==> src/design/b64e_pkg.sv <==
// Package for the streaming Base64 encoder.
// Holds the queue entry type, the pad character and the alphabet lookup.
// No dependencies.
`default_nettype none
package b64e_pkg;

   localparam logic [7:0] PAD_CHAR = 8'h3d;

   typedef struct packed {
      logic [23:0] group;
      logic [1:0]  pad_count;
      logic        fin;
   } group_type;

   function automatic logic [7:0] sextet_char(input logic [5:0] v);
      logic [7:0] c;
      c = 8'h00;
      case (v) inside
         [6'd0:6'd25]:  c = 8'h41 + {2'b00, v};
         [6'd26:6'd51]: c = 8'h61 + {2'b00, v} - 8'd26;
         [6'd52:6'd61]: c = 8'h30 + {2'b00, v} - 8'd52;
         6'd62:         c = 8'h2b;
         default:       c = 8'h2f;
      endcase
      return c;
   endfunction

endpackage
`default_nettype wire

==> src/design/b64e_if.sv <==
// Valid/ready channel interfaces for the Base64 encoder.
// The request channel carries raw bytes, the response channel characters.
`default_nettype none
interface b64e_req_if;
   logic       valid;
   logic       ready;
   logic [7:0] data_byte;
   logic       last_byte;
   modport source(output valid, output data_byte, output last_byte, input ready);
   modport sink(input valid, input data_byte, input last_byte, output ready);
endinterface

interface b64e_rsp_if;
   logic       valid;
   logic       ready;
   logic [7:0] out_char;
   logic       last_char;
   modport source(output valid, output out_char, output last_char, input ready);
   modport sink(input valid, input out_char, input last_char, output ready);
endinterface
`default_nettype wire

==> src/design/base64_stream_encoder_top.sv <==
// Top level of the streaming Base64 encoder (standard alphabet, '=' padding).
// Instantiates b64e_front, b64e_fifo and b64e_back; uses b64e_pkg and b64e_if.
//
// One raw byte is taken per cycle while the group queue has room. Every
// third byte, or a byte flagged as the last of the message, closes a group
// that leaves as four characters, one per cycle while the output is not
// stalled; the closed group is first written into the queue, then its first
// character is loaded into the registered output. The single-character
// output sets the sustained rate: a full group of three bytes leaves as
// four characters. The queue holds QUEUE_DEPTH closed groups between halves.
`default_nettype none
module base64_stream_encoder_top #(
   parameter int QUEUE_DEPTH = 2
) (
   input  wire logic  clock,
   input  wire logic  reset,
   b64e_req_if.sink   req_ch,
   b64e_rsp_if.source rsp_ch
);

   logic                push_valid, push_ready;
   b64e_pkg::group_type push_data;
   logic                pop_valid, pop_ready;
   b64e_pkg::group_type pop_data;

   b64e_front u_front (
      .clock      (clock),
      .reset      (reset),
      .in_valid   (req_ch.valid),
      .in_ready   (req_ch.ready),
      .in_byte    (req_ch.data_byte),
      .in_last    (req_ch.last_byte),
      .push_valid (push_valid),
      .push_ready (push_ready),
      .push_data  (push_data)
   );

   b64e_fifo #(.DEPTH(QUEUE_DEPTH)) u_fifo (
      .clock      (clock),
      .reset      (reset),
      .push_valid (push_valid),
      .push_ready (push_ready),
      .push_data  (push_data),
      .pop_valid  (pop_valid),
      .pop_ready  (pop_ready),
      .pop_data   (pop_data)
   );

   b64e_back u_back (
      .clock     (clock),
      .reset     (reset),
      .pop_valid (pop_valid),
      .pop_ready (pop_ready),
      .pop_data  (pop_data),
      .out_valid (rsp_ch.valid),
      .out_ready (rsp_ch.ready),
      .out_char  (rsp_ch.out_char),
      .out_last  (rsp_ch.last_char)
   );

endmodule
`default_nettype wire

==> src/design/b64e_front.sv <==
// Front end of the Base64 encoder: collects bytes into three-byte groups.
// Pushes each closed group, with its padding count, into the group queue.
// Depends on b64e_pkg.
`default_nettype none
module b64e_front (
   input  wire logic               clock,
   input  wire logic               reset,
   input  wire logic               in_valid,
   output logic                    in_ready,
   input  wire logic [7:0]         in_byte,
   input  wire logic               in_last,
   output logic                    push_valid,
   input  wire logic               push_ready,
   output b64e_pkg::group_type     push_data
);

   logic [1:0] fill_ff, fill_in;
   logic [7:0] first_ff, first_in;
   logic [7:0] second_ff, second_in;
   logic       accept;

   assign in_ready = push_ready;
   assign accept   = in_valid & push_ready;

   always_comb begin
      fill_in    = fill_ff;
      first_in   = first_ff;
      second_in  = second_ff;
      push_valid = 1'b0;
      push_data  = '{group: 24'h0, pad_count: 2'd0, fin: in_last};
      case (fill_ff)
         2'd1: begin
            if (in_last) begin
               push_valid = accept;
               push_data.group = {first_ff, in_byte, 8'h00};
               push_data.pad_count = 2'd1;
               if (accept) fill_in = 2'd0;
            end else if (accept) begin
               second_in = in_byte;
               fill_in   = 2'd2;
            end
         end
         2'd2: begin
            push_valid = accept;
            push_data.group = {first_ff, second_ff, in_byte};
            push_data.pad_count = 2'd0;
            if (accept) fill_in = 2'd0;
         end
         default: begin
            if (in_last) begin
               push_valid = accept;
               push_data.group = {in_byte, 16'h0000};
               push_data.pad_count = 2'd2;
               if (accept) fill_in = 2'd0;
            end else if (accept) begin
               first_in = in_byte;
               fill_in  = 2'd1;
            end
         end
      endcase
   end

   always_ff @(posedge clock) begin
      if (reset) begin
         fill_ff <= 2'd0;
      end else begin
         fill_ff <= fill_in;
      end
      first_ff  <= first_in;
      second_ff <= second_in;
   end

endmodule
`default_nettype wire

==> src/design/b64e_fifo.sv <==
// Small group queue between the front and back ends of the Base64 encoder.
// Registered storage with a read and write pointer. Depends on b64e_pkg.
`default_nettype none
module b64e_fifo #(
   parameter int DEPTH = 2
) (
   input  wire logic                 clock,
   input  wire logic                 reset,
   input  wire logic                 push_valid,
   output logic                      push_ready,
   input  wire b64e_pkg::group_type  push_data,
   output logic                      pop_valid,
   input  wire logic                 pop_ready,
   output b64e_pkg::group_type       pop_data
);

   localparam int PW = (DEPTH > 1) ? $clog2(DEPTH) : 1;
   localparam int CW = $clog2(DEPTH + 1);
   localparam logic [PW-1:0] LAST_PTR = PW'(DEPTH - 1);

   b64e_pkg::group_type store_ff [DEPTH];
   logic [PW-1:0] wr_ff, wr_in, rd_ff, rd_in;
   logic [CW-1:0] count_ff, count_in;
   logic          do_push, do_pop;

   assign push_ready = (count_ff != CW'(DEPTH));
   assign pop_valid  = (count_ff != '0);
   assign pop_data   = store_ff[rd_ff];
   assign do_push    = push_valid & push_ready;
   assign do_pop     = pop_valid & pop_ready;

   always_comb begin
      wr_in    = wr_ff;
      rd_in    = rd_ff;
      count_in = count_ff;
      if (do_push) wr_in = (wr_ff == LAST_PTR) ? '0 : wr_ff + PW'(1);
      if (do_pop) rd_in = (rd_ff == LAST_PTR) ? '0 : rd_ff + PW'(1);
      if (do_push && !do_pop) count_in = count_ff + CW'(1);
      else if (!do_push && do_pop) count_in = count_ff - CW'(1);
   end

   always_ff @(posedge clock) begin
      if (reset) begin
         wr_ff    <= '0;
         rd_ff    <= '0;
         count_ff <= '0;
      end else begin
         wr_ff    <= wr_in;
         rd_ff    <= rd_in;
         count_ff <= count_in;
      end
      if (do_push) store_ff[wr_ff] <= push_data;
   end

endmodule
`default_nettype wire

==> src/design/b64e_back.sv <==
// Back end of the Base64 encoder: turns one queued group into four characters.
// Emits one character per cycle while the output is not stalled, through an output register. Depends on b64e_pkg.
`default_nettype none
module b64e_back (
   input  wire logic                 clock,
   input  wire logic                 reset,
   input  wire logic                 pop_valid,
   output logic                      pop_ready,
   input  wire b64e_pkg::group_type  pop_data,
   output logic                      out_valid,
   input  wire logic                 out_ready,
   output logic [7:0]                out_char,
   output logic                      out_last
);

   logic [1:0] idx_ff, idx_in;
   logic       valid_ff, valid_in;
   logic [7:0] char_ff, char_in;
   logic       last_ff, last_in;
   logic       load;
   logic [5:0] sextet;
   logic       is_pad;

   assign load      = pop_valid & (~valid_ff | out_ready);
   assign pop_ready = load & (idx_ff == 2'd3);

   always_comb begin
      case (idx_ff)
         2'd0:    sextet = pop_data.group[23:18];
         2'd1:    sextet = pop_data.group[17:12];
         2'd2:    sextet = pop_data.group[11:6];
         default: sextet = pop_data.group[5:0];
      endcase
      is_pad = ((idx_ff == 2'd3) && (pop_data.pad_count != 2'd0)) ||
               ((idx_ff == 2'd2) && (pop_data.pad_count == 2'd2));
   end

   always_comb begin
      idx_in   = idx_ff;
      valid_in = valid_ff & ~out_ready;
      char_in  = char_ff;
      last_in  = last_ff;
      if (load) begin
         idx_in   = idx_ff + 2'd1;
         valid_in = 1'b1;
         char_in  = is_pad ? b64e_pkg::PAD_CHAR : b64e_pkg::sextet_char(sextet);
         last_in  = pop_data.fin & (idx_ff == 2'd3);
      end
   end

   always_ff @(posedge clock) begin
      if (reset) begin
         idx_ff   <= 2'd0;
         valid_ff <= 1'b0;
      end else begin
         idx_ff   <= idx_in;
         valid_ff <= valid_in;
      end
      char_ff <= char_in;
      last_ff <= last_in;
   end

   assign out_valid = valid_ff;
   assign out_char  = char_ff;
   assign out_last  = last_ff;

endmodule
`default_nettype wire

==> src/flat_wrapper.sv <==
// flat-port wrapper written by rule: the top's interface ports become plain ports
module base64_stream_encoder_top_flat 
#(
   parameter int QUEUE_DEPTH = 2
)
  (clock, reset, req_ch_valid, req_ch_data_byte, req_ch_last_byte, req_ch_ready, rsp_ch_valid, rsp_ch_out_char, rsp_ch_last_char, rsp_ch_ready);
  b64e_req_if req_ch_i ();
  b64e_rsp_if rsp_ch_i ();
  input  wire logic clock;
  input  wire logic reset;
  input wire logic [$bits(req_ch_i.valid)-1:0] req_ch_valid;
  input wire logic [$bits(req_ch_i.data_byte)-1:0] req_ch_data_byte;
  input wire logic [$bits(req_ch_i.last_byte)-1:0] req_ch_last_byte;
  output wire logic [$bits(req_ch_i.ready)-1:0] req_ch_ready;
  output wire logic [$bits(rsp_ch_i.valid)-1:0] rsp_ch_valid;
  output wire logic [$bits(rsp_ch_i.out_char)-1:0] rsp_ch_out_char;
  output wire logic [$bits(rsp_ch_i.last_char)-1:0] rsp_ch_last_char;
  input wire logic [$bits(rsp_ch_i.ready)-1:0] rsp_ch_ready;
  assign req_ch_i.valid = req_ch_valid;
  assign req_ch_i.data_byte = req_ch_data_byte;
  assign req_ch_i.last_byte = req_ch_last_byte;
  assign req_ch_ready = req_ch_i.ready;
  assign rsp_ch_valid = rsp_ch_i.valid;
  assign rsp_ch_out_char = rsp_ch_i.out_char;
  assign rsp_ch_last_char = rsp_ch_i.last_char;
  assign rsp_ch_i.ready = rsp_ch_ready;
  base64_stream_encoder_top #(.QUEUE_DEPTH(QUEUE_DEPTH)) u_core (.clock(clock), .reset(reset), .req_ch(req_ch_i), .rsp_ch(rsp_ch_i));
endmodule
==> config.mk <==
export PLATFORM = sky130hd
export DESIGN_NAME = base64_stream_encoder_top_flat
export DESIGN_NICKNAME = d
export VERILOG_FILES = /design/src/design/b64e_pkg.sv /design/src/design/b64e_if.sv /design/src/design/base64_stream_encoder_top.sv /design/src/design/b64e_front.sv /design/src/design/b64e_fifo.sv /design/src/design/b64e_back.sv /design/src/flat_wrapper.sv
export SDC_FILE = /design/constraint.sdc
export NUM_CORES = 1
export LEC_CHECK = 0
export BUFFER_PORTS_ARGS = -buffer_cell sky130_fd_sc_hd__buf_2
export CAP_MARGIN = 10
export CORE_ASPECT_RATIO = 1.5
export CORE_MARGIN = 3
export CORE_UTILIZATION = 35
export DETAILED_ROUTE_END_ITERATION = 16
export SLEW_MARGIN = 20
export SYNTH_ARGS = -nofsm -noshare
export SYNTH_HDL_FRONTEND = slang
export SYNTH_SLANG_ARGS = --single-unit
==> constraint.sdc <==
create_clock -name clock -period 4 [get_ports clock]
set_input_delay 0.4 -clock clock [delete_from_list [all_inputs] [get_ports clock]]
set_output_delay 0.4 -clock clock [all_outputs]
set_load 0.03 [all_outputs]
* Word level (Yosys, flattened, before mapping)
Memory sizes are Yosys's and may differ from the RTL's. A register that Yosys moved wholly into a read port is not among the register bits.
Cells that the tools add are included.
** Cells by class
- $add $sub $neg :: 10
- Bitwise operators :: 12
- Reduce and logical (&&, ||, !) cells :: 19
- Eq/ne operators :: 9
- Mux-type cells :: 25
- Order comparisons :: 6
** Operators by type and width (count)
- $mux W26 :: 2
- $pmux W26 S2 :: 1
- $mux W8 :: 3
- $pmux W6 S3 :: 1
- $add A7 B6 Y8 const A :: 2
- $mux W2 :: 7
- $le A6 B6 Y1 const B :: 2
- $mux W1 :: 9
- $eq A2 B2 Y1 const B :: 4
- $sub A7 B6 Y8 const B :: 1
- $sub A8 B5 Y8 const B :: 1
- $add A6 B6 Y7 const A :: 1
- $and A1 B1 Y1 :: 7
- $logic_and A1 B1 Y1 :: 7
- $eq A6 B6 Y1 const B :: 1
- $ge A6 B1 Y1 const B :: 1
- $ge A6 B5 Y1 const B :: 1
- $ge A6 B6 Y1 const B :: 1
- $le A6 B5 Y1 const B :: 1
- $reduce_and A3 Y1 :: 2
- $reduce_bool A2 Y1 :: 3
- $add A2 B1 Y2 const B :: 2
- $eq A2 B1 Y1 const B :: 2
- $not A1 Y1 :: 4
- other kinds (13) :: 15
** Storage, ports and cells
- Memory bits (writable) :: 54
- Memories kept :: 1
- Logic and storage cells :: 92
- Register bits :: 34
- Input port bits :: 13
** Memory list
- u_core.u_fifo.store_ff :: words 2, bits a word 27, read ports 1, clocked after memory_dff 1, wr ports 1, RTL line b64e_fifo.sv:21 : b64e_pkg::group_type store_ff [DEPTH];

* Longest topological paths before layout
- Depth after elaboration :: 9
- Mapped depth :: 15
- Gate-level depth less buffers :: 13

* Modules after synthesis
A second synthesis with hierarchy kept.
** Unflattened totals
- Cell total of the unflattened synthesis :: 296
- Area total of the unflattened synthesis :: 4185.3 µm²
** By module, submodules not included
- b64e_fifo :: cells an instance 108, seq. area each 1721.7 µm², instances 1, area each 2168.3 µm²
- b64e_back :: cells an instance 117, seq. area each 330.3 µm², instances 1, area each 1117.3 µm²
- b64e_front :: cells an instance 71, seq. area each 520.5 µm², instances 1, area each 899.6 µm²

* Least setup slack after synthesis
Ideal clock, no wire load.
- Kind :: flip-flop to flip-flop
- Start :: reg u_core.u_back.idx_ff[0]
- End :: reg u_core.u_back.char_ff[2] (netlist: u_core.u_back.out_char[2]), data pin
- Data arrival time :: 2994 ps
- Buffers on the path :: 2
- Slack :: 747 ps
- Cell stages (with the launch flop) :: 14
- Setup time :: 259 ps
- Path through :: dfxtp_1 -> inv_1 -> ha_1 -> clkbuf_1 -> a22o_1 -> o311ai_4 -> inv_1 -> ha_1 -> a22oi_1 -> nor2_2 -> a211o_1 -> buf_6 -> a211o_1 -> a211o_1
** On the way
- Word-level cells in the longest chain between the ends :: 7
- Elaborated cells on any way between the ends :: 27
- Those cells by class :: add/sub (5); order compare (6); eq/ne (4); mux (5); reduce/logical (7)
** Ends and longest elaborated chain
- from (decl) :: RTL line b64e_back.sv:16 : logic [1:0] idx_ff, idx_in;
- from (signal assigned) :: RTL line b64e_back.sv:56 : idx_ff <= idx_in;
- $eq A2 B2 Y1, or another cell as far along :: RTL line b64e_back.sv:28, b64e_back.sv:35
- $pmux W6 S3 :: RTL line b64e_back.sv:28 : case (idx_ff)
- $add A6 B6 Y7, or another cell as far along :: RTL line b64e_pkg.sv:21 : [6'd52:6'd61]: c = 8'h30 + {2'b00, v} - 8'd52;
- $sub A7 B6 Y8, or another cell as far along :: RTL line b64e_pkg.sv:21
- $mux W8 (3 in a row) :: RTL line b64e_pkg.sv:18 : case (v) inside
- to (signal assigned) :: RTL line b64e_back.sv:59 : char_ff <= char_in;
- to (decl) :: RTL line b64e_back.sv:18 : logic [7:0] char_ff, char_in;
Several ways; a longest one is shown, not always the timed one.
A chain may end at the register's enable or synchronous reset.

* Worst setup path after layout
Same ends and word-level chain as after synthesis.

==> results_tabular.tex <==
\begin{tabular}{lr}
\hline
Metric & Value \\
\hline
\multicolumn{2}{l}{\textbf{Hold path}} \\
\quad HP Class & input port to flop \\
\quad Hold depth & 1 \\
\quad Endpoint with the worst hold slack & u\_core.u\_front.first\_ff[2]\$\_DFFE\_PP\_ \\
\quad Startpoint of the worst hold path & req\_ch\_data\_byte[2] \\
\multicolumn{2}{l}{\textbf{Layout}} \\
\quad Fin nets & around 370 \\
\quad Share of final-layout standard cells stronger than drive strength 1 & 0.175 \\
\quad Layout overhead on the synthesized area & 13.7\% \\
\quad Antenna cell count & 0 \\
\multicolumn{2}{l}{\textbf{Clock network}} \\
\quad CTS tree & yes \\
\quad Sink count of the clock tree & 89 \\
\quad Post-CTS repair timing setup buffer count & 0 \\
\quad CTS Buf Count & 9 \\
\quad CTS H-Tree Depth & 3 \\
\quad Root Driver & clkbuf\_16 \\
\quad Number of buffers inserted for hold repair after clock tree synthesis & 0 \\
\quad Deepest clock path buffer count & 2 \\
\quad Clock Latency Late Sink & 0.33 ns \\
\quad Clock transition at the register clock pins on the worst setup and hold paths after CTS & approximately 0.06 ns \\
\quad Post-CTS sizing & 0 \\
\multicolumn{2}{l}{\textbf{Setup path}} \\
\quad R2r worst-path depth & 11 \\
\quad Sort of element at the start of the critical path & flop \\
\quad Type of the setup path with the least slack & flop to flop \\
\quad Largest fanout of any net on the critical path & 12 \\
\quad Register-to-register path setup slack & 0.46 ns \\
\quad Worst r2r src & u\_core.u\_back.idx\_ff[0]\$\_SDFFE\_PP0P\_ \\
\quad WP data arrival & around 3.6 ns \\
\quad Endpoint of the lowest-slack register-to-register path & u\_core.u\_back.out\_char[2]\$\_SDFFCE\_PP1P\_ \\
\quad Worst path required time & 4.08 ns \\
\quad First element of the critical path & u\_core.u\_back.idx\_ff[0]\$\_SDFFE\_PP0P\_ \\
\quad Nature of the critical path endpoint & flop \\
\multicolumn{2}{l}{\textbf{Floorplan}} \\
\quad Number of rows in the core area & 48 \\
\quad DIE AREA & approximately 13,000 sq um \\
\quad Die width & 95.4 um \\
\quad I/O pin total & 24 \\
\quad Initial Utilization & 0.362 \\
\quad Area of the placeable core & 11,600 sq um \\
\quad Y dimension of the die & 140 um \\
\multicolumn{2}{l}{\textbf{Timing}} \\
\quad Final-report setup violation count & 0 \\
\quad Worst slew margin relative to its limit & 0.472 \\
\quad Clock tree skew after final layout & around 0.0053 ns \\
\quad Number of pins exceeding their max-slew limit in the final report & 0 \\
\quad Post-route fraction of the period consumed by the critical path & 0.885 \\
\quad Setup slack after layout & 0.459 ns \\
\quad Clock period minus final worst setup slack & 3.54 ns \\
\quad Fmax achieved & between 0.2 and 0.3 GHz \\
\quad Sum of negative setup slack & 0 ns \\
\quad Hold violation total from the final report & 0 \\
\quad RSZ-0062 raised after global routing & false \\
\quad Least-Margin Pin Slew & 0.790 ns \\
\multicolumn{2}{l}{\textbf{Pwr}} \\
\quad Switching share of power & 0.278 \\
\quad Internal Pwr Total & between 1.5 and 2 mW \\
\quad Net switching power of the design & just under 0.7 mW \\
\quad Logic gate share of total power & 0.221 \\
\quad IR Drop Worst-Case VDD & 230 uV \\
\quad Leakage power & 1.72 nW \\
\quad Clk network pwr share & 0.332 \\
\quad PwrDens & 517 nW/um\^{}2 \\
\quad Share of total power in sequential cells & 0.447 \\
\multicolumn{2}{l}{\textbf{Logic synthesis}} \\
\quad Post-synthesis sequential element count & a little under 90 \\
\quad Most common cell in the synthesized netlist & edfxtp\_1 \\
\quad Synthesized instance count & 318 \\
\quad Top\_reg\_cell synth & edfxtp\_1 \\
\quad Post-synth top cells & edfxtp\_1 (79), nand2\_1 (24), nor2\_1 (20) \\
\quad Mapped Nets & 348 \\
\quad Post-synth ARST share & 0 \\
\quad Share of the yosys chip area belonging to registers & 0.612 \\
\quad Ranking of synthesized cells by area & edfxtp\_1 (56\%), ha\_1 (5.1\%), dfxtp\_1 (4.8\%), a22o\_1 (3.8\%), mux2i\_1 (2.6\%) \\
\quad Mapped Area & 4200 sq um \\
\quad Netlist cell types & approximately 50 \\
\quad YS warnings & 0 \\
\quad Number of flops mapped to enable cells by yosys & slightly below 80 \\
\quad Syn avg cell area & 13.2 sq um \\
\quad Area share of the leading cell type in the synthesized netlist & 0.565 \\
\quad Cell accounting for the most synthesized area & edfxtp\_1 \\
\multicolumn{2}{l}{\textbf{Run status}} \\
\quad Run status & completed \\
\multicolumn{2}{l}{\textbf{Routing}} \\
\quad Via count normalized by instance count & around 5.1 \\
\quad Routed Wire Length & 8120 um \\
\quad Total number of vias & 2,568 \\
\quad Starting DRC count in detailed routing & about 100 \\
\quad Residual DRC & 0 \\
\quad Number of nets with antenna violations after detailed routing & 0 \\
\quad Wire length per cell & 16.3 um \\
\quad Number of detailed-route iterations in the first pass & 4 \\
\multicolumn{2}{l}{\textbf{Placed design}} \\
\quad Routability congestion estimate from global placement & 0.859 \\
\quad Estimated wirelength of the detail-placed design & 6120 um \\
\quad \# port buffers & 23 \\
\quad Worst setup timing slack at the placement stage & roughly 0.47 ns \\
\multicolumn{2}{l}{\textbf{Global routing}} \\
\quad Number of antenna violations at the first check in global routing & 0 \\
\quad Via count of the first global-routing pass & 2,588 \\
\quad Gr ovfl total & 0 \\
\quad Global router's overall resource usage & 0.130 \\
\quad Largest net degree at the start of global routing & 28 \\
\quad Wire length of the first global-routing pass & 13,200 um \\
\multicolumn{2}{l}{\textbf{Run}} \\
\quad Max\_cap viols & 0 \\
\hline
\end{tabular}
-- worst max-delay path by stage --
stage / endpoint / slack (ns) / depth (start not counted)
finish: u_core.u_back.out_char[2]$_SDFFCE_PP1P_ / 0.46 / 11
detailed placement: u_core.u_back.out_char[2]$_SDFFCE_PP1P_ / 0.47 / 11
global route: u_core.u_back.out_char[2]$_SDFFCE_PP1P_ / 0.26 / 11
floorplan: u_core.u_back.out_char[2]$_SDFFCE_PP1P_ / 0.75 / 13
global placement: u_core.u_back.out_char[2]$_SDFFCE_PP1P_ / 0.56 / 11
CTS: u_core.u_back.out_char[2]$_SDFFCE_PP1P_ / 0.46 / 11
-- state kept, by name (all words and copies together), names as in the netlist, named ones only --
register / cells
u_core.u_front.first_ff: 8
u_core.u_front.fill_ff: 2
u_core.u_back.idx_ff: 2
u_core.u_back.out_last: 1
u_core.u_back.out_valid: 1
u_core.u_fifo.store_ff: 54
u_core.u_fifo.count_ff: 2
u_core.u_fifo.wr_ff: 1
u_core.u_back.out_char: 8
u_core.u_fifo.rd_ff: 1
u_core.u_front.second_ff: 8
-- through the flow --
stage / power [mW] / util / hold WS (ns) / instance area [sq um] / std cells
floorplan: 1.54 / - / 0.466 / 4200 / 318
global placement: 1.67 / 0.387 / 0.482 / 4480 / 483
detailed placement: 1.67 / 0.387 / 0.512 / 4480 / 483
CTS: 2.49 / 0.412 / 0.286 / 4780 / 499
global route: 2.58 / 0.412 / 0.305 / 4780 / 499
finish: 2.47 / 0.412 / 0.304 / 4780 / 499
-- per-layer routing --
layer	wire length [um]	track usage	vias to the layer above
met2	4600	0.232	44
li1	-	-	1258
met3	205	0.0236	8
met5	0	0	-
met1	3170	0.141	1258
met4	149	0.0690	0
-- power by group through the flow --
stage               Combinational (mW)  Sequential, mW  Clock (mW)
floorplan                        0.378            1.17           0
global route                     0.600            1.11       0.873
finish                           0.546            1.11       0.820
global placement                 0.541            1.12           0
detailed placement               0.542            1.13           0
CTS                              0.545            1.11       0.839
-- cells in the final DEF (no fill, tap or decap), drive strengths merged, types with 4 or more instances in the layout --
cell type	n
and2	11
a22oi	5
nor3	6
nor2	21
nor2b	6
a222oi	4
o21a	4
dfxtp	10
nand3	8
xor2	4
inv	10
nand2	24
xnor2	5
o21ai	8
a22o	18
mux2i	11
edfxtp	79
ha	17
clkbuf	13
mux2	8
o311ai	4
a21oi	10
buf	30
-- final cells by class --
type	instances	area (sq um)
Inverter	10	37.5
Timing Repair Buffer	30	168
Clock buffer	13	250
Tap cell	150	188
Clock inverter	3	42.5
Sequential cell	89	2570
Fill cell	1086	6820
Multi-Input combinational cell	204	1520
-- critical path: stages, from the launching register on --
cell	delay (ns)
dfxtp_1	0.39
inv_1	0.08
ha_1	0.34
a22o_1	0.29
o311ai_4	0.42
inv_1	0.18
ha_1	0.26
a22oi_1	0.30
nor2_2	0.07
a211o_1	0.39
a211o_1	0.31
a211o_1	0.25
-- cells by family (layout without fill, tap and decap cells) --
kind of cell,after synthesis,in the layout,synth area share
flip-flops,89,89,0.612
multiplexers,19,19,0.0494
AND/OR/NAND/NOR,89,89,0.105
XOR/XNOR,9,9,0.0188
adder cells (fa/ha/maj),17,17,0.0506
buffers and inverters,25,56,0.0274
AO/OA/AOI/OAI,70,70,0.137
No activity file was read; power rests on OpenSTA's default activity.
